<file path="src/hw/rtl/aesctr_pkg.sv">
`default_nettype none
package aesctr_pkg;

  localparam int BLK_BYTES = 16;
  localparam logic [3:0] LAST_POS   = 4'd15;
  localparam logic [3:0] LAST_ROUND = 4'd10;

  // register indexes on the configuration port
  localparam logic [1:0] REG_KEY_LOW  = 2'd0;
  localparam logic [1:0] REG_KEY_HIGH = 2'd1;
  localparam logic [1:0] REG_NONCE    = 2'd2;

  // one queued message byte with its position in the keystream block
  typedef struct packed {
    logic [7:0] data;
    logic       last;
    logic [3:0] pos;
  } item_t;

  // configuration seen by the back end
  typedef struct packed {
    logic [127:0] key;
    logic [63:0]  nonce;
    logic         wr;
  } cfg_t;

  localparam logic [7:0] SBOX [256] = '{
    8'h63,8'h7c,8'h77,8'h7b,8'hf2,8'h6b,8'h6f,8'hc5,8'h30,8'h01,8'h67,8'h2b,8'hfe,8'hd7,8'hab,8'h76,
    8'hca,8'h82,8'hc9,8'h7d,8'hfa,8'h59,8'h47,8'hf0,8'had,8'hd4,8'ha2,8'haf,8'h9c,8'ha4,8'h72,8'hc0,
    8'hb7,8'hfd,8'h93,8'h26,8'h36,8'h3f,8'hf7,8'hcc,8'h34,8'ha5,8'he5,8'hf1,8'h71,8'hd8,8'h31,8'h15,
    8'h04,8'hc7,8'h23,8'hc3,8'h18,8'h96,8'h05,8'h9a,8'h07,8'h12,8'h80,8'he2,8'heb,8'h27,8'hb2,8'h75,
    8'h09,8'h83,8'h2c,8'h1a,8'h1b,8'h6e,8'h5a,8'ha0,8'h52,8'h3b,8'hd6,8'hb3,8'h29,8'he3,8'h2f,8'h84,
    8'h53,8'hd1,8'h00,8'hed,8'h20,8'hfc,8'hb1,8'h5b,8'h6a,8'hcb,8'hbe,8'h39,8'h4a,8'h4c,8'h58,8'hcf,
    8'hd0,8'hef,8'haa,8'hfb,8'h43,8'h4d,8'h33,8'h85,8'h45,8'hf9,8'h02,8'h7f,8'h50,8'h3c,8'h9f,8'ha8,
    8'h51,8'ha3,8'h40,8'h8f,8'h92,8'h9d,8'h38,8'hf5,8'hbc,8'hb6,8'hda,8'h21,8'h10,8'hff,8'hf3,8'hd2,
    8'hcd,8'h0c,8'h13,8'hec,8'h5f,8'h97,8'h44,8'h17,8'hc4,8'ha7,8'h7e,8'h3d,8'h64,8'h5d,8'h19,8'h73,
    8'h60,8'h81,8'h4f,8'hdc,8'h22,8'h2a,8'h90,8'h88,8'h46,8'hee,8'hb8,8'h14,8'hde,8'h5e,8'h0b,8'hdb,
    8'he0,8'h32,8'h3a,8'h0a,8'h49,8'h06,8'h24,8'h5c,8'hc2,8'hd3,8'hac,8'h62,8'h91,8'h95,8'he4,8'h79,
    8'he7,8'hc8,8'h37,8'h6d,8'h8d,8'hd5,8'h4e,8'ha9,8'h6c,8'h56,8'hf4,8'hea,8'h65,8'h7a,8'hae,8'h08,
    8'hba,8'h78,8'h25,8'h2e,8'h1c,8'ha6,8'hb4,8'hc6,8'he8,8'hdd,8'h74,8'h1f,8'h4b,8'hbd,8'h8b,8'h8a,
    8'h70,8'h3e,8'hb5,8'h66,8'h48,8'h03,8'hf6,8'h0e,8'h61,8'h35,8'h57,8'hb9,8'h86,8'hc1,8'h1d,8'h9e,
    8'he1,8'hf8,8'h98,8'h11,8'h69,8'hd9,8'h8e,8'h94,8'h9b,8'h1e,8'h87,8'he9,8'hce,8'h55,8'h28,8'hdf,
    8'h8c,8'ha1,8'h89,8'h0d,8'hbf,8'he6,8'h42,8'h68,8'h41,8'h99,8'h2d,8'h0f,8'hb0,8'h54,8'hbb,8'h16
  };

  function automatic logic [7:0] xtime(input logic [7:0] x);
    xtime = {x[6:0], 1'b0} ^ (x[7] ? 8'h1b : 8'h00);
  endfunction

  function automatic logic [7:0] rcon(input logic [3:0] rnd);
    case (rnd)
      4'd1:    rcon = 8'h01;
      4'd2:    rcon = 8'h02;
      4'd3:    rcon = 8'h04;
      4'd4:    rcon = 8'h08;
      4'd5:    rcon = 8'h10;
      4'd6:    rcon = 8'h20;
      4'd7:    rcon = 8'h40;
      4'd8:    rcon = 8'h80;
      4'd9:    rcon = 8'h1b;
      4'd10:   rcon = 8'h36;
      default: rcon = 8'h00;
    endcase
  endfunction

endpackage
`default_nettype wire

</file>
<file path="src/hw/rtl/aesctr_front.sv">
`default_nettype none
module aesctr_front import aesctr_pkg::*; #(
  parameter int DEPTH = 4
) (
  input  wire logic       clk,
  input  wire logic       rst_n,
  input  wire logic       in_valid,
  output logic            in_stall,
  input  wire logic [7:0] in_data_in,
  input  wire logic       in_last_in,
  output logic            q_valid,
  output item_t           q_item,
  input  wire logic       q_pop
);

  localparam int PW = (DEPTH > 1) ? $clog2(DEPTH) : 1;
  localparam int CW = $clog2(DEPTH + 1);

  item_t           mem_r [DEPTH];
  logic [PW-1:0]   wr_r, rd_r;
  logic [CW-1:0]   cnt_r;
  logic [3:0]      pos_r;
  logic            push;

  assign in_stall = (cnt_r == CW'(DEPTH));
  assign push     = in_valid && !in_stall;
  assign q_valid  = (cnt_r != '0);
  assign q_item   = mem_r[rd_r];

  always_ff @(posedge clk) begin
    if (push) mem_r[wr_r] <= '{data: in_data_in, last: in_last_in, pos: pos_r};
  end

  always_ff @(posedge clk) begin
    if (!rst_n) begin
      wr_r  <= '0;
      rd_r  <= '0;
      cnt_r <= '0;
      pos_r <= 4'd0;
    end else begin
      if (push) begin
        wr_r  <= (wr_r == PW'(DEPTH - 1)) ? '0 : wr_r + PW'(1);
        pos_r <= in_last_in ? 4'd0 : pos_r + 4'd1;
      end
      if (q_pop) rd_r <= (rd_r == PW'(DEPTH - 1)) ? '0 : rd_r + PW'(1);
      if (push && !q_pop)      cnt_r <= cnt_r + CW'(1);
      else if (!push && q_pop) cnt_r <= cnt_r - CW'(1);
    end
  end

endmodule
`default_nettype wire

</file>
<file path="config.mk">
export PLATFORM = sky130hd
export DESIGN_NAME = aesctr_front
export DESIGN_NICKNAME = d
export VERILOG_FILES = /design/src/hw/rtl/aesctr_pkg.sv /design/src/hw/rtl/aesctr_front.sv
export SDC_FILE = /design/constraint.sdc
export NUM_CORES = 1
export LEC_CHECK = 0
export BUFFER_PORTS_ARGS = -buffer_cell sky130_fd_sc_hd__buf_2
export CORE_ASPECT_RATIO = 1.4
export CORE_MARGIN = 3
export CORE_UTILIZATION = 57
export DETAILED_ROUTE_END_ITERATION = 10
export HOLD_SLACK_MARGIN = 0.03
export PLACE_DENSITY = 0.78
export SYNTH_ARGS = -nofsm -noshare
export SYNTH_HDL_FRONTEND = slang
export SYNTH_SLANG_ARGS = --single-unit
export TNS_END_PERCENT = 1
</file>
<file path="constraint.sdc">
create_clock -name clk -period 2.3 [get_ports clk]
set_input_delay 0.115 -clock clk [delete_from_list [all_inputs] [get_ports clk]]
set_output_delay 0.115 -clock clk [all_outputs]
set_load 0.05 [all_outputs]
</file>
==> summary.txt, run 1 <==
Power
  • Sequential share of power: 0.495
  • NetSw: 843.9 uW
  • PwrDens: 963.9 nW/um^2
  • Leakage: 1.118 nW
  • Clock Power Share: 0.298
  • Comb power frac: 0.207
  • Tot Pwr: 2.913 mW
  • Sw frac: 0.2898
  • Worst VDD drop: 0.0008056 V
  • Internal power: 2.069 mW

Hold path
  • Hold WC Path Type: in -> reg
  • Hold depth: 1
  • Worst hold path endpoint: mem_r[0][4]
  • Hold Crit Start: in_last_in

Logic synthesis
  • Area share of the largest cell type after synthesis: 0.6136
  • Mapped Cells: 142
  • Post-synth EDFFs: 52
  • Ys async rst share: 0
  • Largest area contributor in the netlist: edfxtp_1
  • Syn_area_per_cell: 17.92 sq um
  • Synth Warn #: 0
  • Main area contributors after synthesis: edfxtp_1, mux4_2, dfxtp_1
  • Synth Net Count: 163
  • Synth Cell Area: 2545 sq um
  • Synth Flop Type: edfxtp_1
  • Sequential share of the synthesized area: 0.7158
  • Synth unique cells: 27
  • Synthesized flop and latch total: 65

Global route
  • Vias in the first global route: 1454
  • Largest net degree at the start of global routing: 14
  • Initial antenna violation count: 0
  • Grt total ovfl: 0
  • Gr usage total: 0.1766
  • First-pass GRT wire length: 6.975 mm

Timing
  • Fmax: 468.8 MHz
  • Max transition margin: 0.5846
  • Worst clock skew: 0.004864 ns
  • Post-route minimum period: 2.133 ns
  • Final worst slack: 0.1668 ns
  • Setup TNS: 0 ns
  • Setup violators final: 0
  • Period utilization: 0.9275
  • Fin. max-slew vios: 0
  • Unrepaired setup endpoints after global routing: no
  • Final hold violations: 0
  • Worst Tran Pin Value: 0.6222 ns

Clock network
  • # clock sinks: 65
  • Post-CTS Setup Inserts: 0
  • CTS Buf Count: 9
  • CTS max path bufs: 2
  • Root Driver: clkbuf_8
  • H-tree levels: 3
  • TritonCTS clock tree: done
  • CTS clk-pin slew, worst paths: 0.06 ns
  • Worst-Skew Late Latency: 0.33 ns

Worst setup path
  • R2R cell count: 9
  • R2r setup slk: 0.17 ns
  • Crit path kind: reg -> reg
  • Crit path arrival time: 2.39 ns
  • Largest stage delay on the critical path: 0.42 ns
  • R2R Path Start: cnt_r[0]
  • CP Capture Type: flop
  • Worst setup SP type: flop
  • Critical path, cell by cell: or3b_4, inv_2, nor2_1, ha_1, inv_1, fa_1, xor2_1, or3_1, a21oi_1
  • Worst path required time: 2.55 ns
  • Worst flop-to-flop path endpoint: cnt_r[2]
  • Worst Path Max Fanout: 11
  • CP max stage cell: dfxtp_1
  • Buf/Inv on CP: 2
  • Delay-heaviest family, CP: simple AND/OR/NAND/NOR gates

Route
  • Total Wirelength: 4.193 mm
  • WL per Instance: 16.57 microns
  • Drt first pass iters: 4
  • Vias post-DR: 1360
  • Residual DRC count: 0
  • Via density: 5.375
  • Initial drt markers: 55
  • Antenna-violating nets left: 0

Placed design
  • Detailed placer's ending HPWL: 2.744 mm
  • Place WS: 0.07649 ns
  • Placed Instance Area: 2755 sq um
  • Placed insts: 229
  • Final GP Congestion: 0.7770
  • IO Port Bufs: 27

Finish
  • Non-Filler Instances: 253
  • Layout area overhead: 18.73%
  • Fin area: 3022 sq um
  • Share of post-route cells with drive strength above 1: 0.3109
  • Ant. Diodes: 0
  • Nets: 209

Run
  • Max_cap viols: 0

Die
  • Die Y: 85.06 microns
  • Starting density of the core: 0.5954
  • Die area: 5314 sq um
  • I/O pins: 28
  • Placeable Area: 4274 sq um
  • Die X: 62.47 microns
  • Row count: 28

Outcome
  • Status: finished, final reports clean
==> flip-flops by register name (all words and copies together), names as in the netlist, named ones only <==
register and count:
rd_r 2, pos_r 4, cnt_r 3, wr_r 2, mem_r 52
==> area by class of cell <==
class | instances | area, sq um
Clock buffer | 14 | 173.9
Clock inverter | 2 | 10.01
Fill cell | 287 | 1252
Inverter | 8 | 30.03
Multi-Input combinational cell | 64 | 658.1
Sequential cell | 65 | 1822
Tap cell | 60 | 75.07
Timing Repair Buffer | 40 | 252.7
==> layer usage <==
layer,share of wire,up-vias,track usage
met5,0,-,0
met4,0.015,0,0.08032
met3,0.052,6,0.05166
met2,0.55,42,0.3107
met1,0.38,664,0.1978
li1,-,648,-
==> cells in the final DEF (no fill, tap or decap), types with 2 or more instances in the layout <==
cell / n
a21oi_1: 7
buf_2: 27
edfxtp_1: 52
inv_1: 7
nand4_1: 2
nand3_1: 3
o21ai_1: 2
clkinv_2: 2
buf_4: 5
clkbuf_1: 3
dfxtp_1: 13
mux2i_1: 2
mux4_2: 13
xor2_1: 2
o21ai_0: 4
nor2_1: 7
and3_1: 4
ha_1: 7
dlygate4sd3_1: 8
clkbuf_8: 10
or3_1: 2
or4_1: 2
==> synth_stat cells, types with 2 or more instances <==
| library cell | number |
|---|---|
| or4_1 | 2 |
| clkbuf_1 | 2 |
| xor2_1 | 2 |
| o21ai_1 | 2 |
| and3_1 | 4 |
| nor2_1 | 7 |
| nand3_1 | 3 |
| a21oi_1 | 7 |
| or3_1 | 2 |
| o21ai_0 | 4 |
| buf_6 | 2 |
| nand4_1 | 2 |
| ha_1 | 7 |
| edfxtp_1 | 52 |
| mux2i_1 | 2 |
| mux4_2 | 13 |
| inv_1 | 7 |
| dfxtp_1 | 13 |
==> logic make-up after synthesis <==
group	count (synthesis)	synth area share
flip-flops	65	0.7158
AO/OA/AOI/OAI	15	0.03098
multiplexers	15	0.1229
AND/OR/NAND/NOR	24	0.05457
buffers and inverters	13	0.02655
adder cells (fa/ha/maj)	8	0.04228
XOR/XNOR	2	0.006884
==> through the flow <==
stage | hold WS, ns | util
after floorplan | 0.2139 | -
after global placement | 0.3250 | 0.6446
after detailed placement | 0.3377 | 0.6446
after CTS | 0.05137 | 0.7064
after global routing | 0.06898 | 0.7070
final | 0.07216 | 0.7070
==> power groups by stage <==
stage	sequential, mW	combinational, mW	clock, mW
CTS	1.44	0.604	0.883
floorplan	1.45	0.479	0
global route	1.45	0.650	0.936
finish	1.44	0.603	0.867
global placement	1.45	0.572	0
detailed placement	1.47	0.590	0
==> timing repair <==
item                                    4_1_cts  5_1_grt
endpoints found under the setup margin        0        1
hold buffers                                  8        0
hold endpoints to repair                     32        0
gates resized for setup                       0        1
==> worst max-delay path by stage <==
stage | from | to | depth (start not counted)
6_report | cnt_r[0] | cnt_r[2] | 9
5_1_grt | cnt_r[0] | cnt_r[2] | 9
4_1_cts | cnt_r[0] | cnt_r[2] | 9
3_5_place_dp | cnt_r[0] | cnt_r[2] | 9
3_3_place_gp | cnt_r[0] | cnt_r[2] | 9
2_1_floorplan | cnt_r[0] | cnt_r[2] | 11
(Power assumes the default switching activity.)
==> run 2: changes to the inputs <==
--- a/config.mk
+++ b/config.mk
@@ -5,7 +5,7 @@
 export SDC_FILE = /design/constraint.sdc
 export NUM_CORES = 1
 export LEC_CHECK = 0
-export BUFFER_PORTS_ARGS = -buffer_cell sky130_fd_sc_hd__buf_2
+export BUFFER_PORTS_ARGS = -buffer_cell sky130_fd_sc_hd__buf_4
 export CORE_ASPECT_RATIO = 1.4
 export CORE_MARGIN = 3
 export CORE_UTILIZATION = 57
==> run 2 against run 1 <==
  * Critical path depth stayed put
  * Clock power shrank 15%
  * Final area increased by 1.9%
  * Clock skew barely moved
  * Clock-buffer cell count down 3
  * Die area unchanged
  * Routed wire length down 2.5%
  * Critical path type unchanged
  * Global-route usage up 0.066 points
  * Core utilization grew 1.3 points
  * First-iteration DRC count shrank 35%
==> summary.txt, run 2 (synthesis results as in run 1) <==
Run
  • Max_cap viols: 0

Power
  • PwrDens: 922.1 nW/um^2
  • Worst VDD drop: 0.0008060 V
  • Leakage: 1.121 nW
  • Tot Pwr: 2.838 mW

Timing
  • Final worst slack: 0.1856 ns
  • Setup violators final: 0
  • Max transition margin: 0.5763
  • Post-route minimum period: 2.114 ns
  • Unrepaired setup endpoints after global routing: no
  • Fmax: 473.0 MHz
  • Hold slack: 0.1129 ns
  • Setup TNS: 0 ns
  • Worst Tran Pin Value: 0.6346 ns
  • Worst clock skew: 0.004795 ns
  • Final hold violations: 0
  • Period utilization: 0.9193
  • Fin. max-slew vios: 0

Route
  • WL per Instance: 16.10 microns
  • Vias post-DR: 1363
  • Via density: 5.366
  • Total Wirelength: 4.089 mm
  • Residual DRC count: 0
  • Antenna-violating nets left: 0
  • Initial drt markers: 36
  • Drt first pass iters: 4

Finish
  • Largest register FFs: 52
  • Register name with the most flops: mem_r
  • Ant. Diodes: 0
  • Non-Filler Instances: 254
  • Commonest non-fill, non-tap cells in the layout: edfxtp_1, buf_4, mux4_2
  • Fin area: 3078 sq um
  • Nets: 210
  • Most common cell after layout, fill and taps aside: edfxtp_1
  • Layout area overhead: 20.94%
  • Top Registers: mem_r x52, pos_r x4, cnt_r x3
  • Final core occ: 0.7201
  • Share of post-route cells with drive strength above 1: 0.3144

Placed design
  • Detailed placer's ending HPWL: 2.703 mm
  • Placed insts: 229
  • Final GP Congestion: 0.7707
  • IO Port Bufs: 27
  • Placed Instance Area: 2823 sq um
  • Place WS: 0.07714 ns

Die
  • Die X: 62.47 microns
  • Placeable Area: 4274 sq um
  • Die area: 5314 sq um
  • Row count: 28
  • Starting density of the core: 0.5954
  • I/O pins: 28
  • Die Y: 85.06 microns

Clock network
  • Root Driver: clkbuf_8
  • CTS max path bufs: 2
  • # clock sinks: 65
  • TritonCTS clock tree: done
  • H-tree levels: 3
  • CTS Buf Count: 9
  • Worst-Skew Late Latency: 0.32 ns
  • Post-CTS Setup Inserts: 0
  • CTS clk-pin slew, worst paths: 0.06 ns

Outcome
  • Status: finished, final reports clean

Worst setup path
  • CP Capture Type: flop
  • Crit path arrival time: 2.37 ns
  • Worst setup SP type: flop
  • Crit path kind: reg -> reg
  • Worst Path Max Fanout: 11
  • Worst path required time: 2.55 ns

Global route
  • Largest net degree at the start of global routing: 14
  • Vias in the first global route: 1433
  • Grt total ovfl: 0
  • Initial antenna violation count: 0
  • Gr usage total: 0.1773
  • First-pass GRT wire length: 7.003 mm

Hold path
  • Hold WC Path Type: in -> reg
==> run 2: worst paths after layout <==
kind / slack, ns / end / depth (start not counted) / from
worst max-delay path: 0.19 / cnt_r[2] / 9 / cnt_r[2]
worst min register to register: 0.54 / wr_r[1] / 2 / wr_r[1]
worst max register to register: 0.19 / cnt_r[2] / 9 / cnt_r[2]
worst min-delay path: 0.11 / rd_r[1] / 3 / q_pop
==> run 2: layout make-up <==
cell class | count | area (sq um)
Multi-Input combinational cell | 64 | 664.4
Clock inverter | 5 | 22.52
Inverter | 8 | 30.03
Tap cell | 60 | 75.07
Fill cell | 305 | 1196
Sequential cell | 65 | 1824
Timing Repair Buffer | 41 | 330.3
Clock buffer | 11 | 131.4
==> run 2: per-layer routing <==
layer / up-vias / track usage / share of wire / routed length, microns
met5: - / 0 / 0 / 0
met4: 0 / 0.07831 / 0.016 / 65
met3: 5 / 0.04371 / 0.033 / 134
met2: 28 / 0.3078 / 0.54 / 2200
met1: 678 / 0.2092 / 0.41 / 1689
li1: 652 / - / - / -
==> run 2: power breakdown <==
group          internal [mW]  switching (mW)
registers               1.39          0.0545
logic                  0.245           0.411
clock network          0.376           0.363
total                   2.01           0.828
==> run 2: critical path, cell delays in order (launching register included) <==
cell	delay, ns
dfxtp_1	0.32
or3b_4	0.28
inv_2	0.09
nor2_1	0.10
ha_2	0.20
inv_1	0.05
fa_1	0.37
xor2_1	0.16
or3_1	0.34
a21oi_2	0.13
==> run 2: timing repair <==
item / CTS / global route
gates resized for setup: 0 / 5
hold endpoints to repair: 36 / 0
hold buffers: 9 / 0
endpoints found under the setup margin: 0 / 1
==> run 3: changes to the inputs <==
--- a/config.mk
+++ b/config.mk
@@ -11,7 +11,8 @@
 export CORE_UTILIZATION = 57
 export DETAILED_ROUTE_END_ITERATION = 10
 export HOLD_SLACK_MARGIN = 0.03
-export PLACE_DENSITY = 0.78
+export MAX_ROUTING_LAYER = met4
+export PLACE_DENSITY = 0.77
 export SYNTH_ARGS = -nofsm -noshare
 export SYNTH_HDL_FRONTEND = slang
 export SYNTH_SLANG_ARGS = --single-unit
==> run 3 against run 2 <==
  * Clock power is 35% higher
  * Die area stayed put
  * Worst hold slack worse by 0.012 ns
  * Critical path depth stayed put
  * Critical path type unchanged
  * Largest power group unchanged
  * Highest routed layer unchanged
==> summary.txt, run 3 (synthesis results as in run 1) <==
Timing
  • Final hold violations: 0
  • Worst clock skew: 0.009810 ns
  • Unrepaired setup endpoints after global routing: no
  • Setup violators final: 0
  • Final worst slack: 0.2414 ns
  • Max transition margin: 0.5589
  • Setup TNS: 0 ns
  • Period utilization: 0.8950
  • Fin. max-slew vios: 0
  • Post-route minimum period: 2.059 ns
  • Worst Tran Pin Value: 0.6607 ns
  • Hold slack: 0.1008 ns
  • Fmax: 485.8 MHz

Route
  • Drt first pass iters: 4
  • Via density: 5.467
  • Residual DRC count: 0
  • Initial drt markers: 61
  • Total Wirelength: 4.276 mm
  • Antenna-violating nets left: 0
  • WL per Instance: 16.77 microns
  • Vias post-DR: 1394

Clock network
  • CTS max path bufs: 2
  • Worst-Skew Late Latency: 0.33 ns
  • Post-CTS Setup Inserts: 0
  • CTS clk-pin slew, worst paths: 0.07 ns
  • CTS Buf Count: 9
  • # clock sinks: 65
  • Root Driver: clkbuf_8
  • H-tree levels: 3
  • TritonCTS clock tree: done

Placed design
  • Final GP Congestion: 0.7388
  • Place WS: 0.1398 ns
  • Detailed placer's ending HPWL: 2.762 mm
  • IO Port Bufs: 27

Worst setup path
  • Largest stage delay on the critical path: 0.41 ns
  • Worst Path Max Fanout: 8
  • Worst setup SP type: flop
  • Critical path, cell by cell: or3b_4, inv_2, nor2_1, ha_1, inv_1, fa_1, xor2_1, or3_1, a21oi_1
  • Buf/Inv on CP: 2
  • CP max stage cell: dfxtp_1
  • Delay-heaviest family, CP: simple AND/OR/NAND/NOR gates
  • CP Capture Type: flop
  • Crit path arrival time: 2.31 ns
  • Worst path required time: 2.55 ns
  • Crit path kind: reg -> reg

Die
  • Row count: 28
  • Die X: 62.47 microns
  • I/O pins: 28
  • Placeable Area: 4274 sq um
  • Starting density of the core: 0.5954
  • Die area: 5314 sq um
  • Die Y: 85.06 microns

Finish
  • Nets: 211
  • Ant. Diodes: 0
  • Largest register FFs: 52
  • Most common cell after layout, fill and taps aside: edfxtp_1
  • Share of post-route cells with drive strength above 1: 0.3179
  • Top Registers: mem_r x52, pos_r x4, cnt_r x3
  • Register name with the most flops: mem_r
  • Register area: 1822 sq um
  • Layout area overhead: 23.06%
  • Area taken by multi-input logic gates: 658.1 sq um
  • Commonest non-fill, non-tap cells in the layout: edfxtp_1, buf_4, mux4_2, dfxtp_1
  • Fillers: 301

Global route
  • Largest net degree at the start of global routing: 14
  • Gr usage total: 0.1864
  • Grt total ovfl: 0
  • Initial antenna violation count: 0
  • Vias in the first global route: 1456
  • First-pass GRT wire length: 7.196 mm

Hold path
  • Hold WC Path Type: in -> reg

Power
  • PwrDens: 990.1 nW/um^2
  • Worst VDD drop: 0.0006696 V
  • Leakage: 1.158 nW

Outcome
  • Status: finished, final reports clean

Run
  • Max_cap viols: 0
-- run 3: metrics by stage --
step	power [mW]	util	cells	cell area [sq um]
after floorplan	1.927	-	142	2545
after detailed placement	2.117	0.6622	230	2830
final	3.101	0.7327	255	3132
after global routing	3.237	0.7327	255	3132
after CTS	3.122	0.7321	255	3129
after global placement	2.080	0.6622	230	2830
-- run 3: path summary, 6_finish.rpt --
| check | from | endpoint | slack [ns] | cells past startpoint |
|---|---|---|---|---|
| worst max-delay path | cnt_r[0] | cnt_r[2] | 0.24 | 9 |
| worst min-delay path | in_valid | wr_r[1] | 0.10 | 3 |
| worst max register to register | cnt_r[0] | cnt_r[2] | 0.24 | 9 |
| worst min register to register | cnt_r[2] | cnt_r[2] | 0.51 | 2 |
-- run 3: tightest hold or removal path: cells and delay by family --
kind / cells / cell delay (ns)
buf+inv: 1 / 0.14
simple gates: 1 / 0.08
compound gates: 1 / 0.05
-- run 3: what timing repair did --
item,in CTS,in global routing
hold buffers,9,0
endpoints found under the hold margin,36,0
endpoints found under the setup margin,0,1
resized for setup,0,1
-- run 3: cell type report --
class	count	share of cell area
clock buffer	9	0.03955
clock inverter	7	0.02717
inverter	8	0.009589
tap	60	0.02397
multi-input combinational	64	0.2101
sequential	65	0.5817
timing repair buffer	42	0.1079
-- run 3: layer usage --
metal	wire length, microns	GRT usage	share of wire
met5	0	-	0
met2	2326	0.3126	0.54
met1	1681	0.2112	0.39
met4	80	0.07831	0.019
met3	188	0.05033	0.044
-- run 3: report_power, final --
part / internal [mW] / switching (mW)
combinational: 0.248 / 0.413
clock: 0.598 / 0.400
sequential: 1.39 / 0.0552
